$ cat config.mk
export PLATFORM = sky130hd
export DESIGN_NAME = psp_cell
export DESIGN_NICKNAME = d
export VERILOG_FILES = /design/src/psp_pkg.sv /design/src/psp_cell.sv
export SDC_FILE = /design/constraint.sdc
export NUM_CORES = 1
export LEC_CHECK = 0
export BUFFER_PORTS_ARGS = -buffer_cell sky130_fd_sc_hd__buf_2
export CELL_PAD_IN_SITES_DETAIL_PLACEMENT = 0
export CELL_PAD_IN_SITES_GLOBAL_PLACEMENT = 2
export CORE_ASPECT_RATIO = 1.2
export CORE_MARGIN = 3
export CORE_UTILIZATION = 39
export DETAILED_ROUTE_END_ITERATION = 7
export PLACE_DENSITY_LB_ADDON = 0.3
export SLEW_MARGIN = 20
export SYNTH_ARGS = -nofsm -noshare
export SYNTH_HDL_FRONTEND = slang
export SYNTH_SLANG_ARGS = --single-unit
export TNS_END_PERCENT = 50
$ cat constraint.sdc
create_clock -name clk -period 16.17 [get_ports clk]
set_clock_uncertainty 0.15 [all_clocks]
set_input_delay 1.617 -clock clk [delete_from_list [all_inputs] [get_ports clk]]
set_output_delay 1.617 -clock clk [all_outputs]
set_load 0.02 [all_outputs]
$ cat src/psp_pkg.sv
// Shared constants, types and tables for the path step to polar converter.
package psp_pkg;

  // Coordinate handling: the input fields are 12 bits, of which COORD_WIDTH are used.
  localparam int COORD_WIDTH = 12;
  localparam int IN_W        = 12;
  localparam int CW          = (COORD_WIDTH < IN_W) ? COORD_WIDTH : IN_W;
  localparam int DIFF_W      = CW + 1;

  // Output field widths.
  localparam int DX_W   = 13;
  localparam int LEN_W  = 13;
  localparam int ANG_W  = 9;

  // Square root datapath: the sum of squares and the digit-by-digit root.
  localparam int SQ_W    = 2 * CW + 1;
  localparam int ROOT_W  = CW + 1;
  localparam int SQ_SH_W = $clog2(SQ_W);

  // CORDIC datapath.
  localparam int VEC_SHIFT    = 20;
  localparam int CORDIC_ITERS = 20;
  localparam int ANGLE_FRAC   = 16;
  localparam int CV_W         = DIFF_W + VEC_SHIFT + 3;
  localparam int Z_W          = ANGLE_FRAC + 11;
  localparam int Q_W          = Z_W - ANGLE_FRAC + 1;
  localparam int IDX_W        = $clog2(CORDIC_ITERS);
  localparam int ANG_MAX      = 180;

  // atan(2^-i) in degrees, scaled by 2^16 and rounded to nearest.
  localparam int ATAN_DEG [CORDIC_ITERS] = '{
    2949120, 1740967, 919879, 466945, 234379, 117304, 58666, 29335,
    14668, 7334, 3667, 1833, 917, 458, 229, 115, 57, 29, 14, 7
  };

  // Half turn in accumulator units.
  localparam logic signed [Z_W-1:0] Z_HALF_TURN = Z_W'(ANG_MAX * (2 ** ANGLE_FRAC));

  // One step between two path points.
  typedef struct packed {
    logic signed [DIFF_W-1:0] dx;
    logic signed [DIFF_W-1:0] dy;
  } psp_step_t;

  // Working word that travels down the cell chain.
  typedef struct packed {
    psp_step_t              step;
    logic signed [CV_W-1:0] cx;
    logic signed [CV_W-1:0] cy;
    logic signed [Z_W-1:0]  cz;
    logic [SQ_W-1:0]        rem;
    logic [SQ_W-1:0]        root;
  } psp_work_t;

endpackage

$ cat src/psp_cell.sv
// One cell of the chain: a CORDIC vectoring rotation and one square root digit.
module psp_cell (
  input  logic                     clk,
  input  logic                     rst_n,
  input  logic [psp_pkg::IDX_W-1:0] idx,
  input  logic                     up_valid,
  input  psp_pkg::psp_work_t       up_data,
  output logic                     up_ready,
  output logic                     dn_valid,
  output psp_pkg::psp_work_t       dn_data,
  input  logic                     dn_ready
);
  import psp_pkg::*;

  logic                   v_r;
  psp_work_t              work_r;
  psp_work_t              work_nxt;
  logic signed [CV_W-1:0] xs;
  logic signed [CV_W-1:0] ys;
  logic signed [Z_W-1:0]  at;
  logic [SQ_SH_W-1:0]     sh;
  logic [SQ_W-1:0]        sbit;
  logic [SQ_W:0]          trial;

  assign up_ready = !v_r || dn_ready;

  always_comb begin
    work_nxt = up_data;

    // Rotate toward the x axis; the sign of y picks the direction.
    xs = up_data.cx >>> idx;
    ys = up_data.cy >>> idx;
    at = Z_W'(ATAN_DEG[idx]);
    if (!up_data.cy[CV_W-1]) begin
      work_nxt.cx = up_data.cx + ys;
      work_nxt.cy = up_data.cy - xs;
      work_nxt.cz = up_data.cz + at;
    end else begin
      work_nxt.cx = up_data.cx - ys;
      work_nxt.cy = up_data.cy + xs;
      work_nxt.cz = up_data.cz - at;
    end

    // Square root digit, from the top one down; cells past the last digit pass it on.
    sh    = SQ_SH_W'(2 * (ROOT_W - 1)) - SQ_SH_W'({idx, 1'b0});
    sbit  = SQ_W'(1) << sh;
    trial = {1'b0, up_data.root} + {1'b0, sbit};
    if (idx < IDX_W'(ROOT_W)) begin
      if ({1'b0, up_data.rem} >= trial) begin
        work_nxt.rem  = up_data.rem - SQ_W'(trial);
        work_nxt.root = (up_data.root >> 1) + sbit;
      end else begin
        work_nxt.root = up_data.root >> 1;
      end
    end
  end

  always_ff @(posedge clk) begin
    if (!rst_n) begin
      v_r <= 1'b0;
    end else if (up_ready) begin
      v_r <= up_valid;
    end
  end

  always_ff @(posedge clk) begin
    if (up_valid && up_ready) begin
      work_r <= work_nxt;
    end
  end

  assign dn_valid = v_r;
  assign dn_data  = work_r;
endmodule

# ---- Yosys cells after proc, flatten, opt, wreduce, memory -nomap -nowiden
# Memories as Yosys holds them, arrays and structs flattened.
# Index checks and enable logic that the tools add are counted.
# W data, S select, Z words.
dict set report word_totals {
  n_memories 1
  in_bits 184
  out_inout_bits 177
  romBits 1024
  ramBits 0
  register_bits 176
  latchBits 0
  elab_cells 35
}
dict set report op_classes {
  add_sub_neg 10
  n_eq_ne 0
  div_mod_pow 0
  order_cmp 3
  bitwise 1
  n_mux 6
  shift 3
  mul 0
  reduce_logical 3
}
# name words width rd rd_ports_with_merged_regs wr line_no
set memory_table {}
lappend memory_table {{(no name shown)} 32 32 1 0 0 psp_cell.sv:33} ;# at = Z_W'(ATAN_DEG[idx]);
# cell count
set ops {}
lappend ops {{$mux W99} 1}
lappend ops {{$add A36 B36 Y36} 2}
lappend ops {{$sshr A36 B5 Y36} 2}
lappend ops {{$sub A36 B36 Y36} 2}
lappend ops {{$mux W27} 2}
lappend ops {{$mux W25} 2}
lappend ops {{$mux W50} 1}
lappend ops {{$add A27 B27 Y27} 1}
lappend ops {{$sub A27 B27 Y27} 1}
lappend ops {{$add A25 B25 Y26} 1}
lappend ops {{$ge A25 B26 Y1} 1}
lappend ops {{$add A24 B25 Y25} 1}
lappend ops {{$shl A1 B5 Y25 const A} 1}
lappend ops {{$sub A25 B25 Y25} 1}
lappend ops {{$ge A6 B6 Y1 const B} 1}
lappend ops {{$not A5 Y6} 1}
lappend ops {{$lt A5 B4 Y1 const B} 1}
lappend ops {{$sub A5 B5 Y5 const A} 1}
lappend ops {{$logic_and A1 B1 Y1} 1}
lappend ops {{$logic_not A1 Y1} 1}
lappend ops {{$logic_or A1 B1 Y1} 1}

# ---- Longest topological paths before layout
dict set report logic_depth {
  depth_word 6
  ltp_mapped 33
  ltp_nobuf 26
}

# ---- Worst setup path before layout
# No wires, ideal clock.
dict set report synth_path {
  path_type {input-to-reg}
  start {input idx[2] (netlist bit)}
  end {register work_r (netlist bit dn_data[35]), data pin}
  slack_ps 7225
  arrival_ps 8535
  path_buffers 9
  stages 32
  path_cell_list {buf_2 -> buf_4 -> clkinv_1 -> clkbuf_1 -> buf_1 -> clkbuf_1 -> clkbuf_1 -> ha_1 -> clkbuf_1 -> nor3b_1 -> ha_1 -> ha_1 -> nand2_1 -> a221oi_1 -> o21ai_0 -> maj3_1 -> o311a_1 -> o31ai_1 -> nand2_1 -> xor2_1 -> ha_1 -> clkbuf_1 -> a21o_1 -> a21oi_1 -> a21boi_0 -> o21ai_0 -> nand3_1 -> and3_1 -> nor3_1 -> nand2_1 -> buf_2 -> mux2_2}
}
# item line_no
set synth_lines {}
lappend synth_lines {{start, declared} psp_cell.sv:5} ;# input logic [psp_pkg::IDX_W-1:0] idx,
lappend synth_lines {{end signal, assigned} psp_cell.sv:68} ;# work_r <= work_nxt;
lappend synth_lines {{end, declared} psp_cell.sv:16} ;# psp_work_t work_r;

==> results.cfg <==
[cells_and_area]
n_fill_cell = 5630
fin_util_pct = 44.7
finalInstanceArea_sq_um = 25100
drive_gt1_share_pct = 23.0
area_growth_syn_to_layout_pct = 12.9
nets = 3066

[timing]
drv_slew = 0
setup_viol = 0
max_freq_mhz = 103
hold_viol_final = 0
tightest_slew_ns = 1.05
rsz0062_at_grt = no
finalCritPeriodShare_pct = 60.2
maxSlewHeadroom_pct = 29.7
setup-tns-final_ns = 0
period_minus_slack_ns = 9.73

[drt]
ant_nets = 0
routed_wl_um = 84600
drt_iter0_markers = 1845
remaining_drc_errors = 0
vias = 21300
firstDrtPassIters = 5
wl_per_cell_um = 24.4
vias_per_cell = 6.15

[floorplan]
die_h_um = 268
ioPinCount = 361
dieWidth_um = 224
die-area_sq_um = 60000
num_rows = 95
start_util_pct = 39.6
core_area_sq_um = 56200

[power_and_ir_drop]
power_leakage_uw = 0.0100
power_density_nw_per_um2 = 86.3
peakVddDrop_v = 0.0000510

[worst_setup_path]
endpoint_kind = flop
slowest_delay_ns = 0.89
path_class = primary input to flop
crit_slowest_cell = or3_1
cp_data_arrival_time_ns = 9.82
cp-start-kind = primary input
cpMostUsedCell = ha_1
cp_max_fo = 86
crit_required_ns = 16.26

[clock_network]
cts_root_buffer = clkbuf_16
post_cts_resized = 0
cts.clk_slew.worst_paths_ns = 0.08
cts_tree = yes
hold_buffers = 0
h-tree-depth = 4
cts_num_sinks = 176
cts_buffer_depth = 2
cts_setup_buffers = 0
insertion_delay_ns = 0.49
cts_inserted_buffers = 17

[place]
dpl_cell_area_sq_um = 24500
portBuffers = 360
hpwl_um = 66000
gp_congestion = 0.942

[synthesis]
netlist_instances = 2453
synth-compound-area-share_pct = 22.2
syn_area_sq_um = 22300
synthMuxAreaShare_pct = 15.6
async_reset_ff_share_pct = 0
syn_nets = 2797
synth_seq_cells = 176
synth.yosys.seq_area_share_pct = 23.7
yosys_warnings = 0
yosys.area_share.simple_pct = 16.5
synth_enable_flop_cells = 175
synthXorXnorAreaFrac_pct = 8.57
ys.flop_type = edfxtp_1
synth.top_cell.area_share_pct = 23.6
synth_most_common_cell = nor2_1
synth_common_cells = 218 x nor2_1, 187 x nand2_1, 185 x a21oi_1
syn_area_per_cell_sq_um = 9.08
ys_types = 111
synth_top_cell_by_area = edfxtp_1
synth_top_family_by_area = compound AO/OA/AOI/OAI gates
synth.area.top_cells = edfxtp_1 24%, ha_1 8.8%, mux4_2 8.3%, xnor2_1 5.9%, a21oi_1 4.2%
synthAdderAreaFrac_pct = 9.44

[status]
outcome = completed

[grt]
grt_overflow = 0
grt_pass1_vias = 20800
gr-usage-all-layers_pct = 27.3
antenna_found_initial = 2
grt_max_degree = 87
grt_pass1_wl_um = 126000

[run]
maxCapViolCount = 0

[hold_path]
hold_class = flop to flop
-- metal layers --
layer | wire [um] | vias up | share of wire [%] | global-route usage (%)
met3 | 4740 | 192 | 5.6 | 4.47
met5 | 0 | - | 0 | 0
met2 | 41800 | 810 | 49 | 48.1
met4 | 3930 | 0 | 4.6 | 12.3
li1 | - | 9954 | - | -
met1 | 34200 | 10300 | 40 | 32.9
-- worst paths after layout --
kind | from | endpoint | slack (ns) | cells past startpoint
worst min register to register | dn_valid | dn_valid | 0.39 | 2
worst max register to register | dn_valid | dn_data[95] | 13.69 | 3
worst max-delay path | idx[0] | dn_data[4] | 6.44 | 26
worst min-delay path | dn_valid | dn_valid | 0.39 | 2
-- through the flow --
step | setup slack [ns] | power (uW) | std cells | hold WS (ns)
3_3_place_gp | 6.27 | 1720 | 3430 | 0.360
2_1_floorplan | 7.22 | 1410 | 2453 | 0.600
6_report | 6.44 | 2170 | 3465 | 0.390
3_5_place_dp | 6.05 | 1730 | 3430 | 0.384
4_1_cts | 6.58 | 2190 | 3462 | 0.396
5_1_grt | 5.82 | 2300 | 3463 | 0.419
-- cell type report --
class | instances | area [sq um] | share of cell area, %
Multi-Input combinational cell | 2089 | 16100 | 64.1
Sequential cell | 176 | 5280 | 21.0
Timing Repair Buffer | 380 | 1970 | 7.83
Tap cell | 727 | 910 | 3.62
Clock buffer | 17 | 425 | 1.69
Inverter | 58 | 218 | 0.866
Clock inverter | 15 | 214 | 0.851
Antenna cell | 3 | 7.51 | 0.0299
-- cells in the final DEF, fill, tap and decap left out, types with 47 or more instances in the layout --
| master | count |
|---|---|
| mux2i_1 | 70 |
| inv_1 | 52 |
| a31oi_1 | 47 |
| ha_1 | 156 |
| o21ai_0 | 143 |
| buf_2 | 355 |
| nor2_1 | 218 |
| edfxtp_1 | 175 |
| a21oi_1 | 184 |
| xor2_1 | 67 |
| mux4_2 | 82 |
| nand2_1 | 187 |
| xnor2_1 | 149 |
| mux2_2 | 71 |
-- where the power goes --
part / internal (uW) / switching [uW] / leakage (uW)
Sequential: 609 / 18.8 / 0.00170
Combinational: 418 / 675 / 0.00801
Clock: 212 / 235 / 0.000303
Total: 1240 / 929 / 0.0100
-- logic make-up (layout without fill, tap and decap cells) --
family	Yosys count	count (layout)
compound gates	738	738
xor+xnor	217	217
fa+ha+maj	167	167
buf+inv	188	470
flops	176	176
mux	235	235
other cells	0	3
simple gates	732	732
-- critical path: cells and delay by family --
family          cells  cell delay [ns]
simple gates        6             2.16
buf+inv             3             1.16
xor+xnor            1             0.16
fa+ha+maj           6             2.15
compound gates     10             2.41
-- state kept, by name (all words and copies together), names as in the netlist --
register  flops
dn_valid      1
dn_data     175
Note: power is estimated with default switching activity, not from simulation.
