--- src/psp_pkg.sv ---
// Shared constants, types and tables for the path step to polar converter.
package psp_pkg;

  // Coordinate handling: the input fields are 12 bits, of which COORD_WIDTH are used.
  localparam int COORD_WIDTH = 12;
  localparam int IN_W        = 12;
  localparam int CW          = (COORD_WIDTH < IN_W) ? COORD_WIDTH : IN_W;
  localparam int DIFF_W      = CW + 1;

  // Output field widths.
  localparam int DX_W   = 13;
  localparam int LEN_W  = 13;
  localparam int ANG_W  = 9;

  // Square root datapath: the sum of squares and the digit-by-digit root.
  localparam int SQ_W    = 2 * CW + 1;
  localparam int ROOT_W  = CW + 1;
  localparam int SQ_SH_W = $clog2(SQ_W);

  // CORDIC datapath.
  localparam int VEC_SHIFT    = 20;
  localparam int CORDIC_ITERS = 20;
  localparam int ANGLE_FRAC   = 16;
  localparam int CV_W         = DIFF_W + VEC_SHIFT + 3;
  localparam int Z_W          = ANGLE_FRAC + 11;
  localparam int Q_W          = Z_W - ANGLE_FRAC + 1;
  localparam int IDX_W        = $clog2(CORDIC_ITERS);
  localparam int ANG_MAX      = 180;

  // atan(2^-i) in degrees, scaled by 2^16 and rounded to nearest.
  localparam int ATAN_DEG [CORDIC_ITERS] = '{
    2949120, 1740967, 919879, 466945, 234379, 117304, 58666, 29335,
    14668, 7334, 3667, 1833, 917, 458, 229, 115, 57, 29, 14, 7
  };

  // Half turn in accumulator units.
  localparam logic signed [Z_W-1:0] Z_HALF_TURN = Z_W'(ANG_MAX * (2 ** ANGLE_FRAC));

  // One step between two path points.
  typedef struct packed {
    logic signed [DIFF_W-1:0] dx;
    logic signed [DIFF_W-1:0] dy;
  } psp_step_t;

  // Working word that travels down the cell chain.
  typedef struct packed {
    psp_step_t              step;
    logic signed [CV_W-1:0] cx;
    logic signed [CV_W-1:0] cy;
    logic signed [Z_W-1:0]  cz;
    logic [SQ_W-1:0]        rem;
    logic [SQ_W-1:0]        root;
  } psp_work_t;

endpackage

--- src/psp_in_if.sv ---
// Input channel: one path point per word.
interface psp_in_if;
  import psp_pkg::*;

  logic            valid;
  logic            ready;
  logic [IN_W-1:0] x_coord;
  logic [IN_W-1:0] y_coord;
  logic            starts_path;

  modport source (output valid, output x_coord, output y_coord, output starts_path,
                  input ready);
  modport sink (input valid, input x_coord, input y_coord, input starts_path,
                output ready);
endinterface

--- src/psp_front.sv ---
// Front stage: keeps the previous point and forms the step to the new one.
module psp_front (
  input  logic               clk,
  input  logic               rst_n,
  psp_in_if.sink             in_ch,
  output logic               dn_valid,
  output psp_pkg::psp_step_t dn_data,
  input  logic               dn_ready
);
  import psp_pkg::*;

  logic [CW-1:0]            prev_x_r;
  logic [CW-1:0]            prev_y_r;
  logic                     have_prev_r;
  logic                     v_r;
  psp_step_t                step_r;
  logic [CW-1:0]            xc;
  logic [CW-1:0]            yc;
  logic signed [DIFF_W-1:0] dx_c;
  logic signed [DIFF_W-1:0] dy_c;
  logic                     emit;
  logic                     accept;

  // Step from the stored point; a path start or the first point only primes, a zero step is dropped.
  assign xc     = in_ch.x_coord[CW-1:0];
  assign yc     = in_ch.y_coord[CW-1:0];
  assign dx_c   = $signed({1'b0, xc}) - $signed({1'b0, prev_x_r});
  assign dy_c   = $signed({1'b0, yc}) - $signed({1'b0, prev_y_r});
  assign emit   = !in_ch.starts_path && have_prev_r && ((dx_c != '0) || (dy_c != '0));

  assign in_ch.ready = !v_r || dn_ready;
  assign accept      = in_ch.valid && in_ch.ready;

  // Stored point and the stage valid.
  always_ff @(posedge clk) begin
    if (!rst_n) begin
      prev_x_r    <= '0;
      prev_y_r    <= '0;
      have_prev_r <= 1'b0;
      v_r         <= 1'b0;
    end else begin
      if (accept) begin
        prev_x_r    <= xc;
        prev_y_r    <= yc;
        have_prev_r <= 1'b1;
      end
      if (in_ch.ready) begin
        v_r <= accept && emit;
      end
    end
  end

  // Step payload.
  always_ff @(posedge clk) begin
    if (accept) begin
      step_r.dx <= dx_c;
      step_r.dy <= dy_c;
    end
  end

  assign dn_valid = v_r;
  assign dn_data  = step_r;
endmodule

--- src/flat_wrapper.sv ---
// flat-port wrapper written by rule: the top's interface ports become plain ports
module psp_front_flat import psp_pkg::*;
  (clk, rst_n, dn_valid, dn_data, dn_ready, in_ch_valid, in_ch_x_coord, in_ch_y_coord, in_ch_starts_path, in_ch_ready);
  psp_in_if in_ch_i ();
  input  logic clk;
  input  logic rst_n;
  output logic dn_valid;
  output psp_pkg::psp_step_t dn_data;
  input  logic dn_ready;
  input wire logic [$bits(in_ch_i.valid)-1:0] in_ch_valid;
  input wire logic [$bits(in_ch_i.x_coord)-1:0] in_ch_x_coord;
  input wire logic [$bits(in_ch_i.y_coord)-1:0] in_ch_y_coord;
  input wire logic [$bits(in_ch_i.starts_path)-1:0] in_ch_starts_path;
  output wire logic [$bits(in_ch_i.ready)-1:0] in_ch_ready;
  assign in_ch_i.valid = in_ch_valid;
  assign in_ch_i.x_coord = in_ch_x_coord;
  assign in_ch_i.y_coord = in_ch_y_coord;
  assign in_ch_i.starts_path = in_ch_starts_path;
  assign in_ch_ready = in_ch_i.ready;
  psp_front u_core (.clk(clk), .rst_n(rst_n), .in_ch(in_ch_i), .dn_valid(dn_valid), .dn_data(dn_data), .dn_ready(dn_ready));
endmodule
--- config.mk ---
export PLATFORM = sky130hd
export DESIGN_NAME = psp_front_flat
export DESIGN_NICKNAME = d
export VERILOG_FILES = /design/src/psp_pkg.sv /design/src/psp_in_if.sv /design/src/psp_front.sv /design/src/flat_wrapper.sv
export SDC_FILE = /design/constraint.sdc
export NUM_CORES = 1
export LEC_CHECK = 0
export ABC_CLOCK_PERIOD_IN_PS = 9900
export BUFFER_PORTS_ARGS = -buffer_cell sky130_fd_sc_hd__buf_2
export CAP_MARGIN = 5
export CORE_UTILIZATION = 29
export CTS_BUF_LIST = sky130_fd_sc_hd__clkbuf_8
export DETAILED_ROUTE_END_ITERATION = 16
export PLACE_DENSITY = 0.43
export SLEW_MARGIN = 10
export SYNTH_ARGS = -nofsm -noshare
export SYNTH_HDL_FRONTEND = slang
export SYNTH_SLANG_ARGS = --single-unit
--- constraint.sdc ---
create_clock -name clk -period 9.9 [get_ports clk]
set_input_delay 1.98 -clock clk [delete_from_list [all_inputs] [get_ports clk]]
set_output_delay 1.98 -clock clk [all_outputs]
set_load 0.03 [all_outputs]
# [Yosys cells after proc, flatten, opt, wreduce, memory -nomap -nowiden]
# Index checks and enable logic that the tools add are counted.
[totals] regBits=52 in_bits=29 out_inout_bits=28 wordCells=18
[op_classes] addsub=2 reduce_logical=10
[op_table] op="nonzero test 13 bit" count=2
[op_table] op="subtractor 12 x 12 -> 13 bit" count=2
[op_table] op="logical AND 1 bit" count=4
[op_table] op="logical NOT 1 bit" count=2
[op_table] op="logical OR 1 bit" count=2

# [Logic depth before layout (Yosys ltp)]
[depth] word_depth=5 ltp_mapped=11 ltp_nobuf=11

# [Least setup slack after synthesis]
# No wires, ideal clock.
[synth_path] path_type="input to register" startpoint="input in_ch_y_coord[0]" endpoint="register u_core.v_r, in the netlist u_core.dn_valid" setup_time_ns=0.125 arrival_ns=4.610 required_ns=9.775 path_slack_ns=5.165 path_stages=10 path_cell_list="inv_1 -> ha_1 -> fa_1 -> xnor2_1 -> or3_1 -> a2111oi_0 -> nand4bb_1 -> or4_1 -> or4_1 -> o41a_1"
[synth_between] elab_chain_len=5
[synth_rtl] item="from (decl)" line="flat_wrapper.sv:12" rtl="input wire logic [$bits(in_ch_i.y_coord)-1:0] in_ch_y_coord;"
[synth_rtl] item="subtractor 12 x 12 -> 13 bit" line="psp_front.sv:28" rtl="assign dy_c = $signed({1'b0, yc}) - $signed({1'b0, prev_y_r});"
[synth_rtl] item="via u_core.dy_c[2]" line="psp_front.sv:20" rtl="logic signed [DIFF_W-1:0] dy_c;"
[synth_rtl] item="nonzero test 13 bit" line="psp_front.sv:29" rtl="assign emit = !in_ch.starts_path && have_prev_r && ((dx_c != '0) || (dy_c != '0));"
[synth_rtl] item="logical OR 1 bit" line="psp_front.sv:29"
[synth_rtl] item="logical AND 1 bit" line="psp_front.sv:29"
[synth_rtl] item="logical AND 1 bit" line="psp_front.sv:48" rtl="v_r <= accept && emit;"
[synth_rtl] item="to (signal assigned)" line="psp_front.sv:48"
[synth_rtl] item="to (decl)" line="psp_front.sv:15" rtl="logic v_r;"
# The timed path passes the listed nets, and every way through them passes these cells.
# A chain may end at the register's enable or synchronous reset.

# [Final worst setup path]
# Same ends and word-level chain as after synthesis.

==> impl_results.md <==
- Area contributors post-synth: edfxtp_1 (27%), dfxtp_1 (18%), ha_1 (10%), nand2_1 (6.8%), a21boi_0 (6.3%)
- Total power: 0.541 mW
- Total die area: approximately 10000 um2
- Post-layout util: 0.362
- EDFF count, synth: 26
- Critical Path Max Stage Delay: 0.41 ns
- Layout cell share with drive strength beyond 1: 0.192
- Drt wl/cell: 13.7 um
- Yosys top cell by area: edfxtp_1
- Root Buffer: clkbuf_8
- DRT Wirelength: 6710 um
- Hold Crit Class: flop to flop
- Post-CTS sizing: 0
- Seq/Total Area, Yosys: 0.452
- Static Leak: 1.41 nW
- # hold bufs at CTS: 0
- Ys async rst share: 0
- Slowest-stage cell, CP: fa_1
- Die width: between 100 and 150 um
- Worst slew margin: 0.450
- Worst R2R Path Depth: 9
- Hold Crit Depth: 2
- Setup_tns: 0 ns
- Reg clk slew, reported paths: 0.10 ns
- Buf/Inv on CP: 2
- DP Area: 3310 um2
- H-tree depth: 2
- Warnings, synthesis: 0
- Largest net degree at the start of global routing: 28
- RSZ-0062 raised after global routing: false
- Drt pass-1 iters: 4
- CP Data Required Time: 10.11 ns
- Kind of critical path: input pin to flop
- WP data arrival: 4.97 ns
- Setup Fix Bufs, Post-CTS: 0
- Syn Nets: 355
- MaxCap Viol Count: 0
- Initial DRC count: 60
- Top-area cell type share of the netlist area: 0.271
- Vias: 2217
- Row count: 35
- Vias per cell: 4.53
- Critical path fanouts, max: 2
- Final hold vios: 0
- Clock latency at the later pin of the worst-skew pair: approximately 0.31 ns
- Clock sink total: 52
- Crit path cell chain: buf_2, inv_1, ha_1, fa_1, xnor2_1, or3_1, a2111oi_0, nand4bb_1, or4_1, or4_1, o41a_1
- Minimum clock period: about 4.8 ns
- Clock Tree Buf Depth: 2
- CTS tree: built
- Worst Tran Pin Value: 0.819 ns
- Final Cell Area: 3410 um2
- Die Ht: 102 um
- Final net count: 414
- Port-buffer cells: 56
- Startpoint types: input pin
- Ys flop type: edfxtp_1
- Skew final: between 0.008 and 0.009 ns
- Detailed placement HPWL: 4810 um
- CP top delay family: simple AND/OR/NAND/NOR gates
- Initial antenna violation count: 0
- R2R Setup Slk: 6.63 ns
- Starting Density: 0.306
- Synth Instances: 300
- Core footprint: 9420 um2
- Synth cell types: 47
- Post-Place Cells: between 400 and 500
- Final WS setup: 5.14 ns
- Worst Setup End Kind: flop
- CTS buffer count: 5
- Area Overhead vs Synth: 18.3%
- Non-filler cells, final: between 400 and 500
- Placer congestion estimate: 0.753
- Final setup violation count: 0
- # DRC: 0
- Outcome: finished clean
- Seq cells post-synth: 52
- Total track usage: 0.140
- PwrDens: 159 nW/um2
- Setup WS pre-CTS: 4.80 ns
- Vias in the first global route: 2143
- Ant diodes: 0
- Final worst-path cycle share: 0.481
- Mean post-synth cell area: between 9 and 10 um2
- FMAX: around 210 MHz
- IO Pins: 57
- Post-Syn Area: 2880 um2
- Routed Antenna Nets: 0
- Most used cell, CP: or4_1
- Final hold slack: 0.469 ns
- Peak VDD IR: 59.9 uV
- First-pass GRT wire length: 10900 um
- Crit. path cell count: 11
- Slew Viols, Final: 0
- Congestion Overflow GR: 0
[Yosys cell counts (all sizes together), types with 2 or more instances]
cell,count
nand2,52
inv,36
dfxtp,26
edfxtp,26
a21boi,25
ha,24
xnor2,14
a21oi,12
nor2,11
a21o,6
nor3,6
o21ai,6
clkbuf,5
o21a,5
and2,3
nand2b,3
or3,3
or4,3
xor2,3
a2111oi,2
a31o,2
fa,2
nand4,2
nor2b,2
o21bai,2
o41ai,2
or2,2
[logic make-up (layout without fill, tap and decap cells)]
| logic type | after synthesis | in the layout | synth area share |
|---|---|---|---|
| AO/OA/AOI/OAI | 71 | 71 | 0.177 |
| XOR/XNOR | 17 | 17 | 0.0517 |
| adder cells (fa/ha/maj) | 26 | 26 | 0.118 |
| buffers and inverters | 43 | 103 | 0.0561 |
| flip-flops | 52 | 52 | 0.452 |
| AND/OR/NAND/NOR | 91 | 91 | 0.144 |
[final cells by class]
| class | instances | area [um2] |
|---|---|---|
| fill | 976 | 6010 |
| multi-input combinational | 205 | 1420 |
| sequential | 52 | 1300 |
| timing repair buffer | 58 | 295 |
| tap | 129 | 161 |
| inverter | 37 | 139 |
| clock buffer | 6 | 82.6 |
| clock inverter | 2 | 11.3 |
[final timing paths]
path	start	endpoint
setup reg to reg	u_core.prev_y_r[0]	u_core.dn_valid
setup / recovery	in_ch_y_coord[0]	u_core.dn_valid
hold / removal	u_core.prev_x_r[4]	u_core.prev_x_r[4]
hold reg to reg	u_core.prev_x_r[4]	u_core.prev_x_r[4]
[sequential cells by signal, summed over array words and instances, names as in the netlist]
register	flops
u_core.dn_data	26
u_core.prev_x_r	12
u_core.prev_y_r	12
u_core.dn_valid	1
u_core.have_prev_r	1
[routing by layer]
| layer | track usage | share of wire | vias to the layer above |
|---|---|---|---|
| met5 | 0 | 0 | - |
| met1 | 0.194 | 0.51 | 1021 |
| met3 | 0.0262 | 0.034 | 6 |
| met4 | 0.0368 | 0.011 | 0 |
| li1 | - | - | 1150 |
| met2 | 0.225 | 0.45 | 40 |
[power breakdown]
part | switching (mW) | internal, mW | total (mW)
Clock | 0.0757 | 0.0561 | 0.132
Combinational | 0.0954 | 0.0546 | 0.150
Sequential | 0.00713 | 0.252 | 0.259
Total | 0.178 | 0.363 | 0.541
[cell usage in the layout (no fill, tap or decap), types with 2 or more instances in the layout]
cell | Yosys | layout
xor2_1 | 3 | 3
o21ai_0 | 5 | 5
edfxtp_1 | 26 | 26
nor2_1 | 11 | 11
nand4_1 | 2 | 2
xnor2_1 | 14 | 14
a21o_1 | 6 | 6
buf_4 | 0 | 2
o21a_1 | 5 | 5
nand2b_1 | 3 | 3
a21boi_0 | 24 | 24
or4_1 | 3 | 3
dfxtp_1 | 26 | 26
ha_1 | 24 | 24
or3_1 | 3 | 3
clkbuf_8 | 0 | 6
buf_2 | 0 | 56
nor2b_1 | 2 | 2
o21bai_1 | 2 | 2
fa_1 | 2 | 2
nand2_1 | 52 | 52
and2_1 | 2 | 2
o41ai_1 | 2 | 2
inv_1 | 36 | 37
a2111oi_0 | 2 | 2
nor3_1 | 6 | 6
a21oi_1 | 12 | 12
[worst reg2reg max path, stage by stage, from the launching register on]
cell and delay (ns):
dfxtp_1 0.32, ha_1 0.20, fa_1 0.41, xnor2_1 0.15, or3_1 0.36, a2111oi_0 0.41, nand4bb_1 0.18, or4_1 0.41
or4_1 0.41, o41a_1 0.32
(Power assumes the default switching activity.)
