File: src/psp_pkg.sv
// Shared constants, types and tables for the path step to polar converter.
package psp_pkg;

  // Coordinate handling: the input fields are 12 bits, of which COORD_WIDTH are used.
  localparam int COORD_WIDTH = 12;
  localparam int IN_W        = 12;
  localparam int CW          = (COORD_WIDTH < IN_W) ? COORD_WIDTH : IN_W;
  localparam int DIFF_W      = CW + 1;

  // Output field widths.
  localparam int DX_W   = 13;
  localparam int LEN_W  = 13;
  localparam int ANG_W  = 9;

  // Square root datapath: the sum of squares and the digit-by-digit root.
  localparam int SQ_W    = 2 * CW + 1;
  localparam int ROOT_W  = CW + 1;
  localparam int SQ_SH_W = $clog2(SQ_W);

  // CORDIC datapath.
  localparam int VEC_SHIFT    = 20;
  localparam int CORDIC_ITERS = 20;
  localparam int ANGLE_FRAC   = 16;
  localparam int CV_W         = DIFF_W + VEC_SHIFT + 3;
  localparam int Z_W          = ANGLE_FRAC + 11;
  localparam int Q_W          = Z_W - ANGLE_FRAC + 1;
  localparam int IDX_W        = $clog2(CORDIC_ITERS);
  localparam int ANG_MAX      = 180;

  // atan(2^-i) in degrees, scaled by 2^16 and rounded to nearest.
  localparam int ATAN_DEG [CORDIC_ITERS] = '{
    2949120, 1740967, 919879, 466945, 234379, 117304, 58666, 29335,
    14668, 7334, 3667, 1833, 917, 458, 229, 115, 57, 29, 14, 7
  };

  // Half turn in accumulator units.
  localparam logic signed [Z_W-1:0] Z_HALF_TURN = Z_W'(ANG_MAX * (2 ** ANGLE_FRAC));

  // One step between two path points.
  typedef struct packed {
    logic signed [DIFF_W-1:0] dx;
    logic signed [DIFF_W-1:0] dy;
  } psp_step_t;

  // Working word that travels down the cell chain.
  typedef struct packed {
    psp_step_t              step;
    logic signed [CV_W-1:0] cx;
    logic signed [CV_W-1:0] cy;
    logic signed [Z_W-1:0]  cz;
    logic [SQ_W-1:0]        rem;
    logic [SQ_W-1:0]        root;
  } psp_work_t;

endpackage

File: src/psp_prep.sv
// Preparation stage: sum of squares and the CORDIC start vector.
module psp_prep (
  input  logic               clk,
  input  logic               rst_n,
  input  logic               up_valid,
  input  psp_pkg::psp_step_t up_data,
  output logic               up_ready,
  output logic               dn_valid,
  output psp_pkg::psp_work_t dn_data,
  input  logic               dn_ready
);
  import psp_pkg::*;

  logic                       v_r;
  psp_work_t                  work_r;
  psp_work_t                  work_nxt;
  logic signed [2*DIFF_W-1:0] pxx;
  logic signed [2*DIFF_W-1:0] pyy;
  logic signed [CV_W-1:0]     vx;
  logic signed [CV_W-1:0]     vy;

  assign up_ready = !v_r || dn_ready;

  // Squares of the step and the scaled vector, turned by a half turn when dy is negative.
  always_comb begin
    pxx = up_data.dx * up_data.dx;
    pyy = up_data.dy * up_data.dy;
    vx  = CV_W'(up_data.dy) <<< VEC_SHIFT;
    vy  = CV_W'(up_data.dx) <<< VEC_SHIFT;
    work_nxt.step = up_data;
    work_nxt.rem  = SQ_W'(pxx) + SQ_W'(pyy);
    work_nxt.root = '0;
    if (up_data.dy[DIFF_W-1]) begin
      work_nxt.cx = -vx;
      work_nxt.cy = -vy;
      work_nxt.cz = up_data.dx[DIFF_W-1] ? -Z_HALF_TURN : Z_HALF_TURN;
    end else begin
      work_nxt.cx = vx;
      work_nxt.cy = vy;
      work_nxt.cz = '0;
    end
  end

  always_ff @(posedge clk) begin
    if (!rst_n) begin
      v_r <= 1'b0;
    end else if (up_ready) begin
      v_r <= up_valid;
    end
  end

  always_ff @(posedge clk) begin
    if (up_valid && up_ready) begin
      work_r <= work_nxt;
    end
  end

  assign dn_valid = v_r;
  assign dn_data  = work_r;
endmodule

File: config.mk
export PLATFORM = sky130hd
export DESIGN_NAME = psp_prep
export DESIGN_NICKNAME = d
export VERILOG_FILES = /design/src/psp_pkg.sv /design/src/psp_prep.sv
export SDC_FILE = /design/constraint.sdc
export NUM_CORES = 1
export LEC_CHECK = 0
export ABC_AREA = 1
export BUFFER_PORTS_ARGS = -buffer_cell sky130_fd_sc_hd__clkbuf_2
export CAP_MARGIN = 5
export CORE_UTILIZATION = 55
export DETAILED_ROUTE_END_ITERATION = 7
export PLACE_DENSITY = 0.84
export SYNTH_ARGS = -nofsm -noshare
export SYNTH_HDL_FRONTEND = slang
export SYNTH_SLANG_ARGS = --single-unit
File: constraint.sdc
create_clock -name clk -period 6.2 [get_ports clk]
set_input_delay 0 -clock clk [delete_from_list [all_inputs] [get_ports clk]]
set_output_delay 0 -clock clk [all_outputs]
set_load 0.1 [all_outputs]
# ---- Yosys cells after proc, flatten, opt, wreduce, memory -nomap -nowiden
# Index checks and enable logic that the tools add are counted.
# Widths: inputs -> output; s select.
dict set report totals {
  reg_bits 151
  input_bits 30
}
dict set report classes {
  addsub 3
  multipliers 2
  mux 2
  reduce_logical 3
}
# cell n
set op_table {}
lappend op_table {{$mux 95} 1}
lappend op_table {{$neg 33->36} 2}
lappend op_table {{$mul 13x13->25} 2}
lappend op_table {{$mux 27} 1}
lappend op_table {{$add 25x25->25} 1}
lappend op_table {{$logic_and 1x1->1} 1}
lappend op_table {{$logic_not 1->1} 1}
lappend op_table {{$logic_or 1x1->1} 1}

# ---- Depth between registers and ports, before layout
# Gate-level depths: netlist (run 1).
dict set report depth {
  depth_word 3
  depth_mapped 31
  depth_no_buf 28
}

# ---- Worst setup path after synthesis (run 1)
# OpenSTA, ideal clock, no wires.
dict set report synth_path {
  kind {input -> register}
  start {input port up_data[12] (netlist name)}
  end {register work_r, in the netlist dn_data[47] (data pin)}
  setup_ps 260
  arrival_ps 5695
  setup_slack_ps 245
  path_stages 20
  cell_sequence {buf_4 -> buf_2 -> buf_2 -> nand2_1 -> fa_1 -> inv_1 -> fa_1 -> fa_1 -> fa_1 -> fa_1 -> fa_1 -> inv_1 -> fa_1 -> inv_1 -> ha_1 -> a21oi_1 -> o21ai_0 -> a21oi_1 -> nand3_1 -> xor2_1}
}
# item line
set synth_lines {}
lappend synth_lines {{start: declaration} psp_prep.sv:6} ;# input psp_pkg::psp_step_t up_data,
lappend synth_lines {{end signal: assignment} psp_prep.sv:54} ;# work_r <= work_nxt;
lappend synth_lines {{end: declaration} psp_prep.sv:15} ;# psp_work_t work_r;

==> results.json, run 1 <==
{
  "status": "finished, final reports clean",
  "cts_setup_buffers": 0,
  "finalCritPeriodShare_pct": 94.2,
  "vias_per_cell": 4.91,
  "worst_pin_slew_ns": 0.736,
  "grt_pass1_vias": 12100,
  "syn_inst": 1725,
  "gp_congestion": 0.976,
  "start_util_pct": 56.5,
  "fin_skew_ns": 0.00733,
  "rsz0062_at_grt": "false",
  "io-pin-count": 207,
  "crit_type": "in -> reg",
  "cts.reportedPaths.clkPinSlew_ns": 0.07,
  "num_vias": 11000,
  "synth-async-reset-ratio_pct": 0,
  "period_minus_slack_ns": 5.84,
  "die_area_mm2": 0.0296,
  "synth_seq_cells": 85,
  "drv_cap": 0,
  "fill_cells": 2303,
  "netlist_area_mm2": 0.0159,
  "nets": 2337,
  "synth-edff-count": 84,
  "fmax_ghz": 0.171,
  "initialDrtViolationCount": 493,
  "cts-root-buf": "clkbuf_16",
  "drive_gt1_share_pct": 11.8,
  "cts_tree": "done",
  "finalSetupViolations": 0,
  "hold_class": "in -> reg",
  "ys_seq_area_share_pct": 16.0,
  "final_cell_mix": "inv_1 (546), fa_1 (322), nand2_1 (280)",
  "area_delta_synth_final_pct": 8.05,
  "die-height_um": 172,
  "grt_max_degree": 56,
  "clock_sinks": 85,
  "crit_path_end_kind": "flop",
  "clk_path_buf_depth": 2,
  "grt_overflow": 0,
  "antenna_cells": 0,
  "crit_fanout": 11,
  "grtUsageTotal_pct": 26.0,
  "final_common_cell": "inv_1",
  "clkLatencyLatePin_ns": 0.36,
  "wire_per_inst_um": 15.8,
  "drv_slew": 0,
  "post_cts_resize_count": 0,
  "synth.distinct_cells": 41,
  "cts_buffers": 9,
  "startpoint_type": "primary input",
  "numPortBuffers": 123,
  "antenna_found_initial": 0,
  "syn_area_per_cell_um2": 9.23,
  "slew_headroom_pct": 50.9,
  "critical_path_arrival_ns": 5.97,
  "hold_viol": 0,
  "cp_data_required_time_ns": 6.32,
  "grt_pass1_wl_um": 57800,
  "postRouteAntennaNets": 0,
  "hpwl_um": 30700,
  "core_area_mm2": 0.0282,
  "tns_ns": 0,
  "ys.flop_type": "edfxtp_1",
  "drt-pass1-iter-count": 7,
  "dieWidth_um": 172,
  "routed_wl_um": 35500,
  "rows": 61,
  "yosys_warnings": 0,
  "remaining_drc_errors": 0,
  "htreeDepth": 3
}
## routing by layer
layer,vias to the layer above,wire length (µm),share of wire (%),GRT usage [%]
met5,-,0,0,0
met4,0,1440,4.1,11.1
met3,92,1630,4.6,3.32
met2,362,19400,55,49.1
met1,5552,13000,37,29.1
li1,5031,-,-,-
## critical path, stage by stage
cell	delay, ns
clkbuf_2	0.20
nand2_1	0.17
inv_1	0.11
fa_1	0.66
fa_1	0.66
inv_1	0.14
fa_1	0.51
inv_1	0.06
fa_1	0.50
fa_1	0.52
fa_1	0.49
inv_1	0.05
fa_1	0.49
inv_1	0.05
ha_1	0.42
nand2_1	0.18
nor2_1	0.19
nand2_1	0.07
inv_1	0.08
nand4_1	0.10
nand3_1	0.15
inv_1	0.05
nand2_1	0.06
nand2_1	0.05
## synthesized netlist by cell type, types with 2 or more instances
master      n  area, µm²
o21ai_1     3       15.0
nand3_2     3       30.0
nor2_1     56        210
o21bai_1    6       45.0
nor3_2      6       60.1
nand4_1     6       37.5
buf_4      92        691
fa_1      322       6450
ha_1      120       1500
a21oi_1    25        125
a21boi_0    2       15.0
edfxtp_1   84       2520
inv_1     546       2050
or2_2       3       18.8
nand3_1    28        140
clkbuf_1   32        120
nand2_1   280       1050
buf_1       2       7.51
a31oi_1     2       12.5
o21ai_0    16       80.1
a21o_1      4       30.0
nor3_1      4       20.0
inv_2       4       15.0
nand2_2     6       37.5
xnor2_1    10       87.6
buf_2       5       25.0
xor2_1     44        385
## cell families (layout without fill, tap and decap cells)
family	count (synthesis)	after routing	synth area share, %
xor+xnor	55	55	3.07
simple gates	398	398	10.4
flops	85	85	16.0
buf+inv	682	744	18.3
other cells	1	84	0.0236
compound gates	62	62	2.33
fa+ha+maj	442	442	49.9
## repair_timing
action | in CTS | in global routing
endpoints found under the setup margin | 0 | 0
hold buffers | 2 | 0
hold endpoints to repair | 1 | 0
## per-stage QoR
step	cells	setup WS, ns	util [%]	cell area (µm²)	hold WS, ns
after detailed placement	2230	0.101	59.9	16900	0.247
after global placement	2230	0.149	59.9	16900	0.243
after floorplan	1808	0.245	-	16200	0.0989
after CTS	2248	0.470	61.1	17200	0.0197
final	2248	0.358	61.1	17200	0.0329
after global routing	2248	0.144	61.1	17200	0.0440
## registers in the layout, summed over array words and instances, names as in the netlist
| signal | count |
|---|---|
| dn_valid | 1 |
| dn_data | 84 |
## path summary, 6_finish.rpt
path	from	endpoint	slack, ns	cells past startpoint
max	up_data[25]	dn_data[49]	0.36	24
min	up_data[7]	dn_data[156]	0.03	1
max reg2reg	dn_valid	dn_data[169]	4.22	3
min reg2reg	dn_valid	dn_data[49]	0.94	2
## layout make-up
class,instances,area (µm²),share of cell area (%)
multi-input cells,1041,10800,62.7
inverters,551,2070,12.0
well taps,378,473,2.75
flip-flops and latches,85,2540,14.8
clock inverters,5,60.1,0.349
repair buffers,177,1030,5.96
clock buffers,11,243,1.41
Power of run 1 is not shown: default switching activity piles up to over one toggle a cycle in this logic, so the estimate is an artifact.
==> inputs of run 2 (changes only) <==
ABC_AREA = 0   (was 1)
==> results.json, run 2 <==
{
  "status": "finished, final reports clean",
  "crit_path_end_kind": "flop",
  "holdWs_ns": 0.0881,
  "vias_per_cell": 5.09,
  "cts.reportedPaths.clkPinSlew_ns": 0.09,
  "fill_cells": 2038,
  "initialDrtViolationCount": 796,
  "die-height_um": 169,
  "synth_compound_area_share_pct": 3.53,
  "start_util_pct": 56.5,
  "hold_viol": 0,
  "cts_buffers": 9,
  "period_minus_slack_ns": 6.01,
  "htreeDepth": 3,
  "crit_chain": "clkbuf_2 -> buf_4 -> nand2_1 -> fa_1 -> inv_1 -> fa_1 -> inv_1 -> fa_1 -> inv_1 -> fa_1 -> fa_1 -> fa_1 -> inv_1 -> fa_1 -> inv_1 -> ha_1 -> a21o_1 -> a21oi_1 -> nor2_1 -> a2111oi_0 -> o311ai_0",
  "crit_family": "adder cells",
  "synthSimpleGateAreaFrac_pct": 7.85,
  "hold_class": "in -> reg",
  "drv_slew": 0,
  "crit_type": "in -> reg",
  "crit_fanout": 8,
  "tns_ns": 0,
  "nets": 2155,
  "yosys_warnings": 0,
  "synth.distinct_cells": 52,
  "dieWidth_um": 169,
  "postRouteAntennaNets": 0,
  "synth_most_common_cell": "inv_1",
  "grt_overflow": 0,
  "synth_top_family_by_area": "adder cells",
  "dpl.cell_count": 2041,
  "fin_skew_ns": 0.0122,
  "antenna_found_initial": 0,
  "cp_data_required_time_ns": 6.29,
  "synth_commonest_cells": "inv_1 (432), fa_1 (322), ha_1 (120)",
  "synth_seq_cells": 85,
  "synth.area.top_cells": "fa_1 (42%), edfxtp_1 (16%), inv_1 (11%)",
  "remaining_drc_errors": 0,
  "routed_wl_um": 35100,
  "yosys.area.top_type": "fa_1",
  "final_cell_mix": "inv_1 (432), fa_1 (321), clkbuf_2 (123)",
  "synth_xor_area_share_pct": 4.11,
  "cp_common_cell": "fa_1",
  "netlist_area_mm2": 0.0154,
  "cts-root-buf": "clkbuf_16",
  "netlist.area_leader.share_pct": 42.0,
  "largest_register_ffs": 84,
  "syn_inst": 1508,
  "critical_path_arrival_ns": 6.09,
  "finalCritPeriodShare_pct": 96.9,
  "hpwl_um": 29500,
  "grt_pass1_vias": 11500,
  "drive_gt1_share_pct": 14.2,
  "synth-edff-count": 84,
  "drv_cap": 0,
  "gp_congestion": 0.932,
  "clock_sinks": 85,
  "ys_seq_area_share_pct": 16.6,
  "final_cells": 2060,
  "io-pin-count": 207,
  "critPathSlowestCell": "fa_1",
  "clk_path_buf_depth": 2,
  "r2r_slack_ns": 4.45,
  "synthMuxAreaShare_pct": 0.0652,
  "num_vias": 10500,
  "grt_max_degree": 85,
  "clkLatencyLatePin_ns": 0.37,
  "drt-pass1-iter-count": 7,
  "grt_pass1_wl_um": 58000,
  "fmax_ghz": 0.166,
  "synth-async-reset-ratio_pct": 0,
  "rows": 60,
  "numPortBuffers": 123,
  "grtUsageTotal_pct": 26.4,
  "die_area_mm2": 0.0286,
  "ys.flop_type": "edfxtp_1",
  "synth_fa_ha_area_share_pct": 51.7,
  "antenna_cells": 0,
  "worst_pin_slew_ns": 1.13,
  "core_area_mm2": 0.0272,
  "crit_path_max_incr_delay_ns": 0.60,
  "cts_tree": "done",
  "final_common_cell": "inv_1",
  "startpoint_type": "primary input",
  "syn_area_per_cell_um2": 10.2,
  "finalSetupViolations": 0,
  "cts_setup_buffers": 0,
  "wire_per_inst_um": 17.1,
  "slew_headroom_pct": 24.4,
  "crit_buf_inv": 7,
  "area_delta_synth_final_pct": 10.1
}
run 2: cell types whose count changed after synthesis, sizes merged, moves of 8 or more:
cell | previous run | this run
and2 | 0 | 51
nand3 | 31 | 6
nand2 | 287 | 108
o31ai | 0 | 8
a21oi | 26 | 13
a21o | 4 | 13
inv | 550 | 432
xor2 | 45 | 12
xnor2 | 10 | 60
run 2: worst paths after layout:
path / start / to / depth (start not counted)
worst min register to register: dn_valid / dn_valid / 3
worst max-delay path: up_data[12] / dn_data[48] / 21
worst max register to register: dn_valid / dn_data[49] / 2
worst min-delay path: up_data[11] / dn_data[160] / 2
run 2: cells by family after synthesis:
group	Yosys count
multiplexers	1
XOR/XNOR	72
AO/OA/AOI/OAI	80
other	1
buffers and inverters	566
flip-flops	85
AND/OR/NAND/NOR	261
adder cells (fa/ha/maj)	442
run 2: final cells by class:
class	instances	area (µm²)	area share (%)
clock buffer	9	225	1.33
inverter	433	1630	9.61
tap	372	465	2.75
multi-input combinational	940	10700	63.1
timing repair buffer	214	1310	7.72
sequential	85	2540	15.0
clock inverter	7	78.8	0.466
run 2: stage by stage:
stage / instance area [µm²] / worst slack, ns / util (%)
5_1_grt: 16900 / -0.0120 / 62.3
6_report: 16900 / 0.192 / 62.3
3_3_place_gp: 16600 / -0.0786 / 61.0
3_5_place_dp: 16600 / -0.164 / 61.0
2_1_floorplan: 15700 / 0.0452 / -
4_1_cts: 16900 / 0.169 / 62.2
run 2: repair_timing:
item | in CTS | in global routing
hold buffers | 3 | 0
endpoints found under the setup margin | 0 | 4
hold endpoints to repair | 2 | 0
resized for setup | 0 | 3
run 2: per-layer routing:
metal | track usage, % | vias up | share of wire, %
li1 | - | 4601 | -
met1 | 33.0 | 5221 | 37
met5 | 0 | - | 0
met2 | 44.7 | 549 | 50
met4 | 10.0 | 0 | 3.7
met3 | 6.24 | 110 | 8.5
Power of run 2 is left out for the same reason.
